File: config.mk
export PLATFORM = sky130hd
export DESIGN_NAME = rational_mul_div_reduce_flat
export DESIGN_NICKNAME = d
export VERILOG_FILES = /design/src/rmd_pkg.sv /design/src/rmd_if.sv /design/src/rmd_front.sv /design/src/rmd_queue.sv /design/src/rmd_divu.sv /design/src/rmd_back.sv /design/src/rational_mul_div_reduce.sv /design/src/flat_wrapper.sv
export SDC_FILE = /design/constraint.sdc
export NUM_CORES = 2
export LEC_CHECK = 0
export ABC_AREA = 1
export BUFFER_PORTS_ARGS = -buffer_cell sky130_fd_sc_hd__buf_4
export CAP_MARGIN = 20
export CORE_MARGIN = 2
export CORE_UTILIZATION = 48
export CTS_CLUSTER_SIZE = 30
export DETAILED_ROUTE_END_ITERATION = 8
export SYNTH_ARGS = -nofsm -noshare
export SYNTH_HDL_FRONTEND = slang
export SYNTH_HIERARCHICAL = 1
export SYNTH_SLANG_ARGS = --single-unit
File: constraint.sdc
create_clock -name clk -period 14 [get_ports clk]
set_clock_uncertainty 0.05 [all_clocks]
set_input_delay 0 -clock clk [delete_from_list [all_inputs] [get_ports clk]]
set_output_delay 0 -clock clk [all_outputs]
set_load 0.02 [all_outputs]
File: src/rmd_pkg.sv
// Package for the rational multiply/divide block: widths, types, op codes.
// No dependencies.
package rmd_pkg;
  localparam int OpW = 1;
  localparam int InW = 16;
  localparam int ResW = 32;
  localparam int QueueDepth = 2;
  localparam logic OP_MUL = 1'b0;
  localparam logic OP_DIV = 1'b1;

  typedef struct packed {
    logic [OpW-1:0] op;
    logic signed [InW-1:0] a_num;
    logic signed [InW-1:0] a_den;
    logic signed [InW-1:0] b_num;
    logic signed [InW-1:0] b_den;
  } in_item_t;

  typedef struct packed {
    logic signed [ResW-1:0] res_num;
    logic signed [ResW-1:0] res_den;
    logic zero_divisor;
  } out_item_t;

  typedef struct packed {
    logic signed [ResW-1:0] n;
    logic signed [ResW-1:0] d;
  } raw_pair_t;
endpackage

File: src/rmd_if.sv
// Valid/ready channel interfaces for input and result items.
// Depends on rmd_pkg.
interface rmd_in_if (input logic clk);
  logic valid;
  logic ready;
  logic [rmd_pkg::OpW-1:0] op;
  logic signed [rmd_pkg::InW-1:0] a_num;
  logic signed [rmd_pkg::InW-1:0] a_den;
  logic signed [rmd_pkg::InW-1:0] b_num;
  logic signed [rmd_pkg::InW-1:0] b_den;
  modport source (output valid, op, a_num, a_den, b_num, b_den, input ready);
  modport sink (input valid, op, a_num, a_den, b_num, b_den, output ready);
endinterface

interface rmd_out_if (input logic clk);
  logic valid;
  logic ready;
  logic signed [rmd_pkg::ResW-1:0] res_num;
  logic signed [rmd_pkg::ResW-1:0] res_den;
  logic zero_divisor;
  modport source (output valid, res_num, res_den, zero_divisor, input ready);
  modport sink (input valid, res_num, res_den, zero_divisor, output ready);
endinterface

File: src/rmd_front.sv
// Front end: accept an item, form the raw product pair, register it.
// Depends on rmd_pkg.
module rmd_front (
  input  logic clk,
  input  logic rst,
  input  logic in_valid,
  output logic in_ready,
  input  rmd_pkg::in_item_t in_item,
  output logic raw_valid,
  input  logic raw_ready,
  output rmd_pkg::raw_pair_t raw
);
  logic signed [rmd_pkg::InW-1:0] m0, m1;
  logic signed [rmd_pkg::ResW-1:0] p_n, p_d;

  always_comb begin
    m0 = (in_item.op == rmd_pkg::OP_DIV) ? in_item.b_den : in_item.b_num;
    m1 = (in_item.op == rmd_pkg::OP_DIV) ? in_item.b_num : in_item.b_den;
    p_n = 32'(in_item.a_num * m0);
    p_d = 32'(in_item.a_den * m1);
  end

  assign in_ready = !raw_valid || raw_ready;

  always_ff @(posedge clk) begin
    if (rst) begin
      raw_valid <= 1'b0;
    end else if (in_ready) begin
      raw_valid <= in_valid;
    end
    if (in_valid && in_ready) begin
      raw.n <= p_n;
      raw.d <= p_d;
    end
  end
endmodule

File: src/rmd_queue.sv
// Short FIFO between the front and back ends.
// Depends on rmd_pkg.
module rmd_queue #(
  parameter int Depth = rmd_pkg::QueueDepth
) (
  input  logic clk,
  input  logic rst,
  input  logic wr_valid,
  output logic wr_ready,
  input  rmd_pkg::raw_pair_t wr_data,
  output logic rd_valid,
  input  logic rd_ready,
  output rmd_pkg::raw_pair_t rd_data
);
  localparam int AW = (Depth > 1) ? $clog2(Depth) : 1;
  rmd_pkg::raw_pair_t mem [Depth];
  logic [AW-1:0] wp, rp;
  logic [AW:0] cnt;
  logic do_wr, do_rd;

  assign wr_ready = cnt != (AW+1)'(Depth);
  assign rd_valid = cnt != '0;
  assign rd_data = mem[rp];
  assign do_wr = wr_valid && wr_ready;
  assign do_rd = rd_valid && rd_ready;

  always_ff @(posedge clk) begin
    if (rst) begin
      wp <= '0;
      rp <= '0;
      cnt <= '0;
    end else begin
      if (do_wr) wp <= (wp == AW'(Depth-1)) ? '0 : wp + 1'b1;
      if (do_rd) rp <= (rp == AW'(Depth-1)) ? '0 : rp + 1'b1;
      cnt <= cnt + (AW+1)'(do_wr) - (AW+1)'(do_rd);
    end
    if (do_wr) mem[wp] <= wr_data;
  end
endmodule

File: src/rmd_divu.sv
// Iterative signed truncating divider, one quotient bit a cycle.
// Depends on rmd_pkg.
module rmd_divu (
  input  logic clk,
  input  logic rst,
  input  logic start,
  input  logic signed [rmd_pkg::ResW-1:0] dividend,
  input  logic signed [rmd_pkg::ResW-1:0] divisor,
  output logic done,
  output logic signed [rmd_pkg::ResW-1:0] quot,
  output logic signed [rmd_pkg::ResW-1:0] rem
);
  localparam int W = rmd_pkg::ResW;
  localparam int CW = $clog2(W);
  logic busy;
  logic [CW-1:0] cnt;
  logic [W-1:0] q, dv;
  logic [W:0] r;
  logic neg_q, neg_r;
  logic [W:0] r_sh;
  logic [W:0] r_sub;

  always_comb begin
    r_sh = {r[W-1:0], q[W-1]};
    r_sub = r_sh - {1'b0, dv};
  end

  always_ff @(posedge clk) begin
    if (rst) begin
      busy <= 1'b0;
      done <= 1'b0;
    end else begin
      done <= 1'b0;
      if (start) begin
        busy <= 1'b1;
        cnt <= '0;
        q <= dividend[W-1] ? W'(-dividend) : W'(dividend);
        dv <= divisor[W-1] ? W'(-divisor) : W'(divisor);
        r <= '0;
        neg_q <= dividend[W-1] ^ divisor[W-1];
        neg_r <= dividend[W-1];
      end else if (busy) begin
        if (!r_sub[W]) begin
          r <= r_sub;
          q <= {q[W-2:0], 1'b1};
        end else begin
          r <= r_sh;
          q <= {q[W-2:0], 1'b0};
        end
        cnt <= cnt + CW'(1);
        if (cnt == CW'(W-1)) begin
          busy <= 1'b0;
          done <= 1'b1;
        end
      end
    end
  end

  assign quot = neg_q ? -$signed(q) : $signed(q);
  assign rem = neg_r ? -$signed(r[W-1:0]) : $signed(r[W-1:0]);
endmodule

File: src/rmd_back.sv
// Back end: Euclid loop on the shared divider, then two divisions by g (skipped if the denominator is zero).
// Depends on rmd_pkg and rmd_divu.
module rmd_back (
  input  logic clk,
  input  logic rst,
  input  logic raw_valid,
  output logic raw_ready,
  input  rmd_pkg::raw_pair_t raw,
  output logic res_valid,
  input  logic res_ready,
  output rmd_pkg::out_item_t res
);
  typedef enum logic [2:0] {
    IDLE, EUC_GO, EUC_WAIT, DN_WAIT, DD_WAIT, OUT
  } state_t;
  state_t state;
  logic signed [rmd_pkg::ResW-1:0] x, y, n, d, qn;
  logic dv_start, dv_done;
  logic signed [rmd_pkg::ResW-1:0] dv_a, dv_b, dv_q, dv_r;

  rmd_divu u_div (
    .clk, .rst, .start(dv_start), .dividend(dv_a), .divisor(dv_b),
    .done(dv_done), .quot(dv_q), .rem(dv_r)
  );

  assign raw_ready = state == IDLE;
  assign res_valid = state == OUT;

  always_comb begin
    dv_start = 1'b0;
    dv_a = x;
    dv_b = y;
    unique case (state)
      EUC_GO: dv_start = y != '0;
      EUC_WAIT: if (dv_done && dv_r == '0) begin
        dv_start = 1'b1;
        dv_a = n;
        dv_b = y;
      end
      DN_WAIT: if (dv_done) begin
        dv_start = 1'b1;
        dv_a = d;
        dv_b = x;
      end
      default: ;
    endcase
  end

  always_ff @(posedge clk) begin
    if (rst) begin
      state <= IDLE;
    end else begin
      unique case (state)
        IDLE: if (raw_valid) begin
          x <= raw.n;
          y <= raw.d;
          n <= raw.n;
          d <= raw.d;
          state <= EUC_GO;
        end
        EUC_GO: if (y == '0) begin
          if (x == '0) begin
            res <= '{res_num: '0, res_den: '0, zero_divisor: 1'b1};
            state <= OUT;
          end else begin
            res <= '{res_num: 32'sd1, res_den: '0, zero_divisor: 1'b0};
            state <= OUT;
          end
        end else begin
          state <= EUC_WAIT;
        end
        EUC_WAIT: if (dv_done) begin
          if (dv_r == '0) begin
            x <= y;
            state <= DN_WAIT;
          end else begin
            x <= y;
            y <= dv_r;
            state <= EUC_GO;
          end
        end
        DN_WAIT: if (dv_done) begin
          qn <= dv_q;
          state <= DD_WAIT;
        end
        DD_WAIT: if (dv_done) begin
          res <= '{res_num: qn, res_den: dv_q, zero_divisor: 1'b0};
          state <= OUT;
        end
        OUT: if (res_ready) state <= IDLE;
        default: state <= IDLE;
      endcase
    end
  end
endmodule

File: src/rational_mul_div_reduce.sv
// Top level: rational multiply/divide with reduction by Euclid's divisor.
// Depends on rmd_pkg, rmd_if, rmd_front, rmd_queue, rmd_back, rmd_divu.
//
//   channel   dir   payload
//   in_ch     in    op, a_num, a_den, b_num, b_den
//   out_ch    out   res_num, res_den, zero_divisor
//
// Front multiplies and registers the product pair; back runs Euclid on
// one shared 32-iteration radix-2 divider, one division per remainder
// step, then two final divisions by the common divisor it finds.
// Reset is synchronous; either side may stall, the queue holds up to
// QueueDepth product pairs while the back end is busy.
module rational_mul_div_reduce #(
  parameter int QueueDepth = rmd_pkg::QueueDepth
) (
  input logic clk,
  input logic rst,
  rmd_in_if.sink in_ch,
  rmd_out_if.source out_ch
);
  rmd_pkg::in_item_t in_item;
  rmd_pkg::raw_pair_t f_raw, q_raw;
  rmd_pkg::out_item_t res;
  logic f_valid, f_ready, q_valid, q_ready;

  assign in_item = '{op: in_ch.op, a_num: in_ch.a_num, a_den: in_ch.a_den,
                     b_num: in_ch.b_num, b_den: in_ch.b_den};

  rmd_front u_front (
    .clk, .rst, .in_valid(in_ch.valid), .in_ready(in_ch.ready), .in_item,
    .raw_valid(f_valid), .raw_ready(f_ready), .raw(f_raw)
  );

  rmd_queue #(.Depth(QueueDepth)) u_queue (
    .clk, .rst, .wr_valid(f_valid), .wr_ready(f_ready), .wr_data(f_raw),
    .rd_valid(q_valid), .rd_ready(q_ready), .rd_data(q_raw)
  );

  rmd_back u_back (
    .clk, .rst, .raw_valid(q_valid), .raw_ready(q_ready), .raw(q_raw),
    .res_valid(out_ch.valid), .res_ready(out_ch.ready), .res
  );

  assign out_ch.res_num = res.res_num;
  assign out_ch.res_den = res.res_den;
  assign out_ch.zero_divisor = res.zero_divisor;
endmodule

File: src/flat_wrapper.sv
// flat-port wrapper written by rule: the top's interface ports become plain ports
module rational_mul_div_reduce_flat 
#(
  parameter int QueueDepth = rmd_pkg::QueueDepth
)
  (clk, rst, in_ch_valid, in_ch_op, in_ch_a_num, in_ch_a_den, in_ch_b_num, in_ch_b_den, in_ch_ready, out_ch_valid, out_ch_res_num, out_ch_res_den, out_ch_zero_divisor, out_ch_ready);
  rmd_in_if in_ch_i (.clk(clk));
  rmd_out_if out_ch_i (.clk(clk));
  input logic clk;
  input logic rst;
  input wire logic [$bits(in_ch_i.valid)-1:0] in_ch_valid;
  input wire logic [$bits(in_ch_i.op)-1:0] in_ch_op;
  input wire logic [$bits(in_ch_i.a_num)-1:0] in_ch_a_num;
  input wire logic [$bits(in_ch_i.a_den)-1:0] in_ch_a_den;
  input wire logic [$bits(in_ch_i.b_num)-1:0] in_ch_b_num;
  input wire logic [$bits(in_ch_i.b_den)-1:0] in_ch_b_den;
  output wire logic [$bits(in_ch_i.ready)-1:0] in_ch_ready;
  output wire logic [$bits(out_ch_i.valid)-1:0] out_ch_valid;
  output wire logic [$bits(out_ch_i.res_num)-1:0] out_ch_res_num;
  output wire logic [$bits(out_ch_i.res_den)-1:0] out_ch_res_den;
  output wire logic [$bits(out_ch_i.zero_divisor)-1:0] out_ch_zero_divisor;
  input wire logic [$bits(out_ch_i.ready)-1:0] out_ch_ready;
  assign in_ch_i.valid = in_ch_valid;
  assign in_ch_i.op = in_ch_op;
  assign in_ch_i.a_num = in_ch_a_num;
  assign in_ch_i.a_den = in_ch_a_den;
  assign in_ch_i.b_num = in_ch_b_num;
  assign in_ch_i.b_den = in_ch_b_den;
  assign in_ch_ready = in_ch_i.ready;
  assign out_ch_valid = out_ch_i.valid;
  assign out_ch_res_num = out_ch_i.res_num;
  assign out_ch_res_den = out_ch_i.res_den;
  assign out_ch_zero_divisor = out_ch_i.zero_divisor;
  assign out_ch_i.ready = out_ch_ready;
  rational_mul_div_reduce #(.QueueDepth(QueueDepth)) u_core (.clk(clk), .rst(rst), .in_ch(in_ch_i), .out_ch(out_ch_i));
endmodule
## After elaboration in Yosys (flattened, before gate mapping)

Memories as Yosys holds them, arrays and structs flattened. A register that Yosys moved wholly into a read port is not among the register bits.
Cells that the tools add are included.

- Bits in registers: 402
- RAM bits: 128
- Output and inout bits: 67
- Logic and storage cells: 127
- Memories: 1

- $add $sub $neg: 10
- Multipliers: 2
- Equality and inequality tests: 14
- Mux-type cells: 49
- Bitwise gates (word level): 3
- Reductions and logical operators: 24

Memory list:

| memory | depth | width | read ports | clocked after memory_dff | wr ports | line | text |
|---|---|---|---|---|---|---|---|
| u_core.u_queue.mem | 2 | 64 | 1 | 1 | 1 | rmd_queue.sv:16 | `rmd_pkg::raw_pair_t mem [Depth];` |

Operator list:

| cell | number |
|---|---|
| 2-to-1 mux 32 bit | 16 |
| one-hot mux 32 bit (2 select lines) | 3 |
| 2-to-1 mux 65 bit | 2 |
| one-hot mux 65 bit (2 select lines) | 1 |
| negator 32 bit | 4 |
| zero test 32 bit | 3 |
| multiplier 16 x 16 -> 32 bit | 2 |
| 2-to-1 mux 34 bit | 1 |
| subtractor 33 x 32 -> 33 bit | 1 |
| 2-to-1 mux 16 bit | 2 |
| nonzero test 32 bit | 1 |
| 2-to-1 mux 31 bit | 1 |
| 2-to-1 mux 3 bit | 6 |
| one-hot mux 3 bit (6 select lines) | 1 |
| 2-to-1 mux 1 bit | 13 |
| AND reduction 5 bit | 2 |
| != test 2 x 1 -> 1 bit, second input constant | 4 |
| != test 2 bit, second input constant | 4 |
| AND reduction 4 bit | 2 |
| nonzero test 2 bit | 4 |
| equality test 3 x 2 -> 1 bit, second input constant | 2 |
| equality test 3 bit, second input constant | 2 |
| AND reduction 3 bit | 2 |
| adder 5 x 1 -> 5 bit, second input constant | 1 |
| other kinds (16) | 22 |

## Logic depth before layout (Yosys ltp)

- Depth in word-level cells: 9
- Depth in mapped cells: 33
- Mapped depth without buffers: 32

## By module

Netlist, hierarchy kept.

By module, submodules not included:

| module | times used | cells each | area each (µm²) | sequential area each (µm²) |
|---|---|---|---|---|
| rmd_front | 1 | 2825 | 23162.2 | 1941.9 |
| rmd_divu | 1 | 1576 | 10248.6 | 3133.0 |
| rmd_back | 1 | 1015 | 10213.5 | 6816.5 |
| rmd_queue | 1 | 235 | 5161.2 | 3943.8 |

## Worst setup path before layout

Ideal clock, no wire load.

- Kind: register to register
- Start: register u_core.u_back.state[0]
- End: register u_core/u_back/d[0] (netlist bit), enable pin
- Library setup time: 0.651 ns
- Data arrival time: 6.597 ns
- Required time: 13.299 ns
- Slack: 6.702 ns
- Stages on the path, launching flop included: 4
- Cells stage by stage: dfxtp_1 -> inv_4 -> nand2_2 -> nor4_1

- Word-level cells in the longest chain between the ends: 2

Ends and longest elaborated chain:

| what | line | text |
|---|---|---|
| start, declared | rmd_back.sv:16 | `state_t state;` |
| start signal, assigned | rmd_back.sv:51 | `state <= IDLE;` |
| start signal, assigned | rmd_back.sv:59 | `state <= EUC_GO;` |
| start signal, assigned | rmd_back.sv:64 | `state <= OUT;` |
| zero test 3 bit | rmd_back.sv:53 | `unique case (state)` |
| AND reduction 3 bit (no source line) | n/a |  |
| end signal, assigned | rmd_back.sv:58 | `d <= raw.d;` |
| end, declared | rmd_back.sv:17 | `logic signed [rmd_pkg::ResW-1:0] x, y, n, d, qn;` |

No other way between the ends.
A chain may end at the register's enable or synchronous reset.

## Worst setup path in the final report

- Start: input port in_ch_op
- End: register u_core/u_front/raw[58] (netlist bit), data pin

- Word-level cells in the longest chain between the ends: 2

Ends and longest elaborated chain:

| what | line | text |
|---|---|---|
| start, declared | flat_wrapper.sv:12 | `input wire logic [$bits(in_ch_i.op)-1:0] in_ch_op;` |
| 2-to-1 mux 16 bit | rmd_front.sv:17 | `m0 = (in_item.op == rmd_pkg::OP_DIV) ? in_item.b_den : in_item.b_num;` |
| multiplier 16 x 16 -> 32 bit | rmd_front.sv:19 | `p_n = 32'(in_item.a_num * m0);` |
| named net u_core.u_front.p_n (one bit) | rmd_front.sv:14 | `logic signed [rmd_pkg::ResW-1:0] p_n, p_d;` |
| end, declared | rmd_front.sv:11 | `output rmd_pkg::raw_pair_t raw` |

The timed path passes the listed nets, and every way through them passes these cells.

==> qor.yml <==
clocking:
  insertion_delay_ns: 0.61
  cts_root_buffer: "clkbuf_16"
  clkSinkCount: 531
  htree_levels: 2
  cts-buffers-inserted: 53
  cts_tree: "built"
  cts_setup_buffers: 0
  clkTransAtPathRegs_ns: 0.06
  clk_path_buf_depth: 3
critical_path:
  r2r_end: "u_core/u_back/u_div/q[29]"
  cp-endpoint: "u_core/u_front/raw[58]"
  crit_top_cell: "inv_1"
  cp-end-kind: "flop"
  slowest_delay_ns: 0.56
  critPathLaunchType: "input port"
  r2r-start: "u_core/u_back/u_div/r[0]"
  worst-r2r-cell-count: 25
  rrSetupSlack_ns: 7.99
  crit_fanout: 33
  worstSetupPathType: "input port to flop"
  critical_path.startpoint: "in_ch_op"
  arrival_ns: 6.46
  cpMaxStageDelayCell: "fa_1"
  required_ns: 14.31
synth:
  synthFlopType: "edfxtp_1"
  synth_edf_count: 520
  postSynthAreaPerCell_um2: 8.63
  syn-instance-count: 5651
  yosys_warnings: 6
  synthesis.area_um2: 48800
  synthArstFlopShare_pct: 0
  ys_top_cells_by_count: "1394 x nand2_1, 1152 x inv_1, 705 x nor2_1, 525 x fa_1, 520 x edfxtp_1"
  synth.most_common_cell: "nand2_1"
  yosys.area.top_type_share_pct: 32.0
  ys_types: 58
  synth_top_area_cell: "edfxtp_1"
  seq_area_frac_synth_pct: 32.5
  ys_seq_elements: 531
  ys_top_cells_by_area: "edfxtp_1 32%, fa_1 22%, nand2_1 11%"
  synth_nets: 6448
sta:
  slew_headroom_pct: 29.8
  drv_slew: 0
  tns_ns: 0
  fin_ws_ns: 7.84
  fin_crit_sh_pct: 44.0
  finalSetupViolCount: 0
  fin_crit_ns: 6.16
  rsz0062_at_grt: "false"
  fmax_ghz: 0.162
  hold_viol_final: 0
  worstMarginPinSlew_ns: 1.05
cells_and_area:
  fin_nets: 6522
  largest_reg_flops: 128
  drive_above_1_share_pct: 7.37
  largest_register: "u_core/u_queue/mem"
  antenna_cells: 0
  final_util_pct: 52.3
  syn_to_final_growth_pct: 7.71
  reg.largest.list: "u_core/u_queue/mem (128), u_core/u_back/res (65), u_core/u_front/raw (64)"
detailed_routing:
  ant_nets: 0
  post_drt_wl_per_cell_um: 18.1
  route.detailed.drc: 0
  vias: 36052
  drt_iter0_drc: 2509
  drt_first_pass_iters: 6
  via_per_inst: 5.06
  drt-total-wl_um: 129000
grt:
  grt-ovfl-total: 0
  grt_pass1_vias: 36608
  grt_pass1_wl_um: 204000
  antenna_found_initial: 0
  grtUsageTotal_pct: 25.1
  grt_max_degree: 79
placed_design:
  port_buffers: 135
  hpwl_um: 104000
  gp_congestion: 0.953
  pre_cts_slack_ns: 7.27
floorplan:
  dieArea_um2: 104000
  rows: 116
  die_h_um: 323
  ios: 136
  die_w_um: 323
  start_util_pct: 48.6
  core_um2: 100000
worst_hold_path:
  hp-class: "input port to flop"
flow_run:
  cap_viol_max_count: 0
outcome:
  outcome: "completed"
[layer usage]
| metal | track usage [%] | vias to the layer above | wire length (um) |
|---|---|---|---|
| met2 | 43.7 | 1065 | 62100 |
| met1 | 33.3 | 17333 | 55700 |
| met5 | 0 | - | 0 |
| met4 | 7.10 | 0 | 4040 |
| li1 | - | 17455 | - |
| met3 | 2.73 | 199 | 6860 |
[what timing repair did]
action,in CTS,in global routing
gates resized for setup,0,0
endpoints found under the hold margin,21,0
hold buffers,5,0
[kinds of logic (layout without fill, tap and decap cells)]
logic type	Yosys count	in the layout	synth area share [%]
and+or+nand+nor	2520	2520	21.2
AOI/OAI and AO/OA	324	324	3.87
adders and majority gates	728	728	26.7
muxes	67	67	2.03
DFF	531	531	32.5
buffers and inverters	1328	1442	11.0
xor gates and xnor gates	153	153	2.75
[cells in the final DEF, fill, tap and decap left out, types with 6 or more instances in the layout]
master     instances
xor2_1           125
buf_4            161
mux2_4            60
nor2_2            25
inv_2             15
nand3b_1          16
nand3_1          211
clkinv_1          27
fa_1             525
ha_1             203
edfxtp_1         520
o21ai_1           17
o21ai_2           11
a21oi_1           82
nand4_1           48
nand2_4            9
nor3_2             6
a21o_1             8
nand2_2           21
xnor2_1           28
o21bai_1          43
clkinv_2          11
inv_1           1152
nor2_4             6
or2_1              8
nor2_1           699
nor3_1            42
o21ai_0          135
clkbuf_16         54
or2_2              8
nand2_1         1393
dfxtp_1           10
nor4_1             7
clkbuf_1           7
nand3_2            6
[worst max-delay path, delay by kind of cell]
kind	cells	cell delay, ns
adder cells (fa/ha/maj)	7	3.43
AND/OR/NAND/NOR	9	1.49
buffers and inverters	9	1.52
[area by class of cell]
type / instances / area, um2
fill: 9622 / 47900
sequential: 531 / 15800
clock inverter: 34 / 246
clock buffer: 61 / 1380
multi-input combinational: 3792 / 27700
timing repair buffer: 166 / 1260
inverter: 1181 / 4440
tap: 1357 / 1700
[worst min path at each step]
| stage | start | endpoint | cells past startpoint |
|---|---|---|---|
| after floorplan | rst | u_core/u_back/state[0] | 1 |
| after global placement | in_ch_valid | u_core/u_front/raw_valid | 3 |
| after detailed placement | in_ch_valid | u_core/u_front/raw_valid | 3 |
| after CTS | in_ch_b_den[0] | u_core/u_front/raw[0] | 4 |
| after global routing | in_ch_b_den[0] | u_core/u_front/raw[32] | 4 |
| final | in_ch_b_den[0] | u_core/u_front/raw[0] | 4 |
[metrics by stage]
step / instance area (um2) / hold WS, ns / cells
final: 52500 / 0.0401 / 7122
after floorplan: 48800 / 0.0191 / 5651
after global routing: 52500 / 0.0601 / 7122
after detailed placement: 50900 / 0.266 / 7022
after CTS: 52500 / 0.00240 / 7122
after global placement: 50900 / 0.256 / 7022
Power is left out: the tool's default activity adds up to more than one toggle a clock period on the data nets, which glitch-free logic cannot reach.
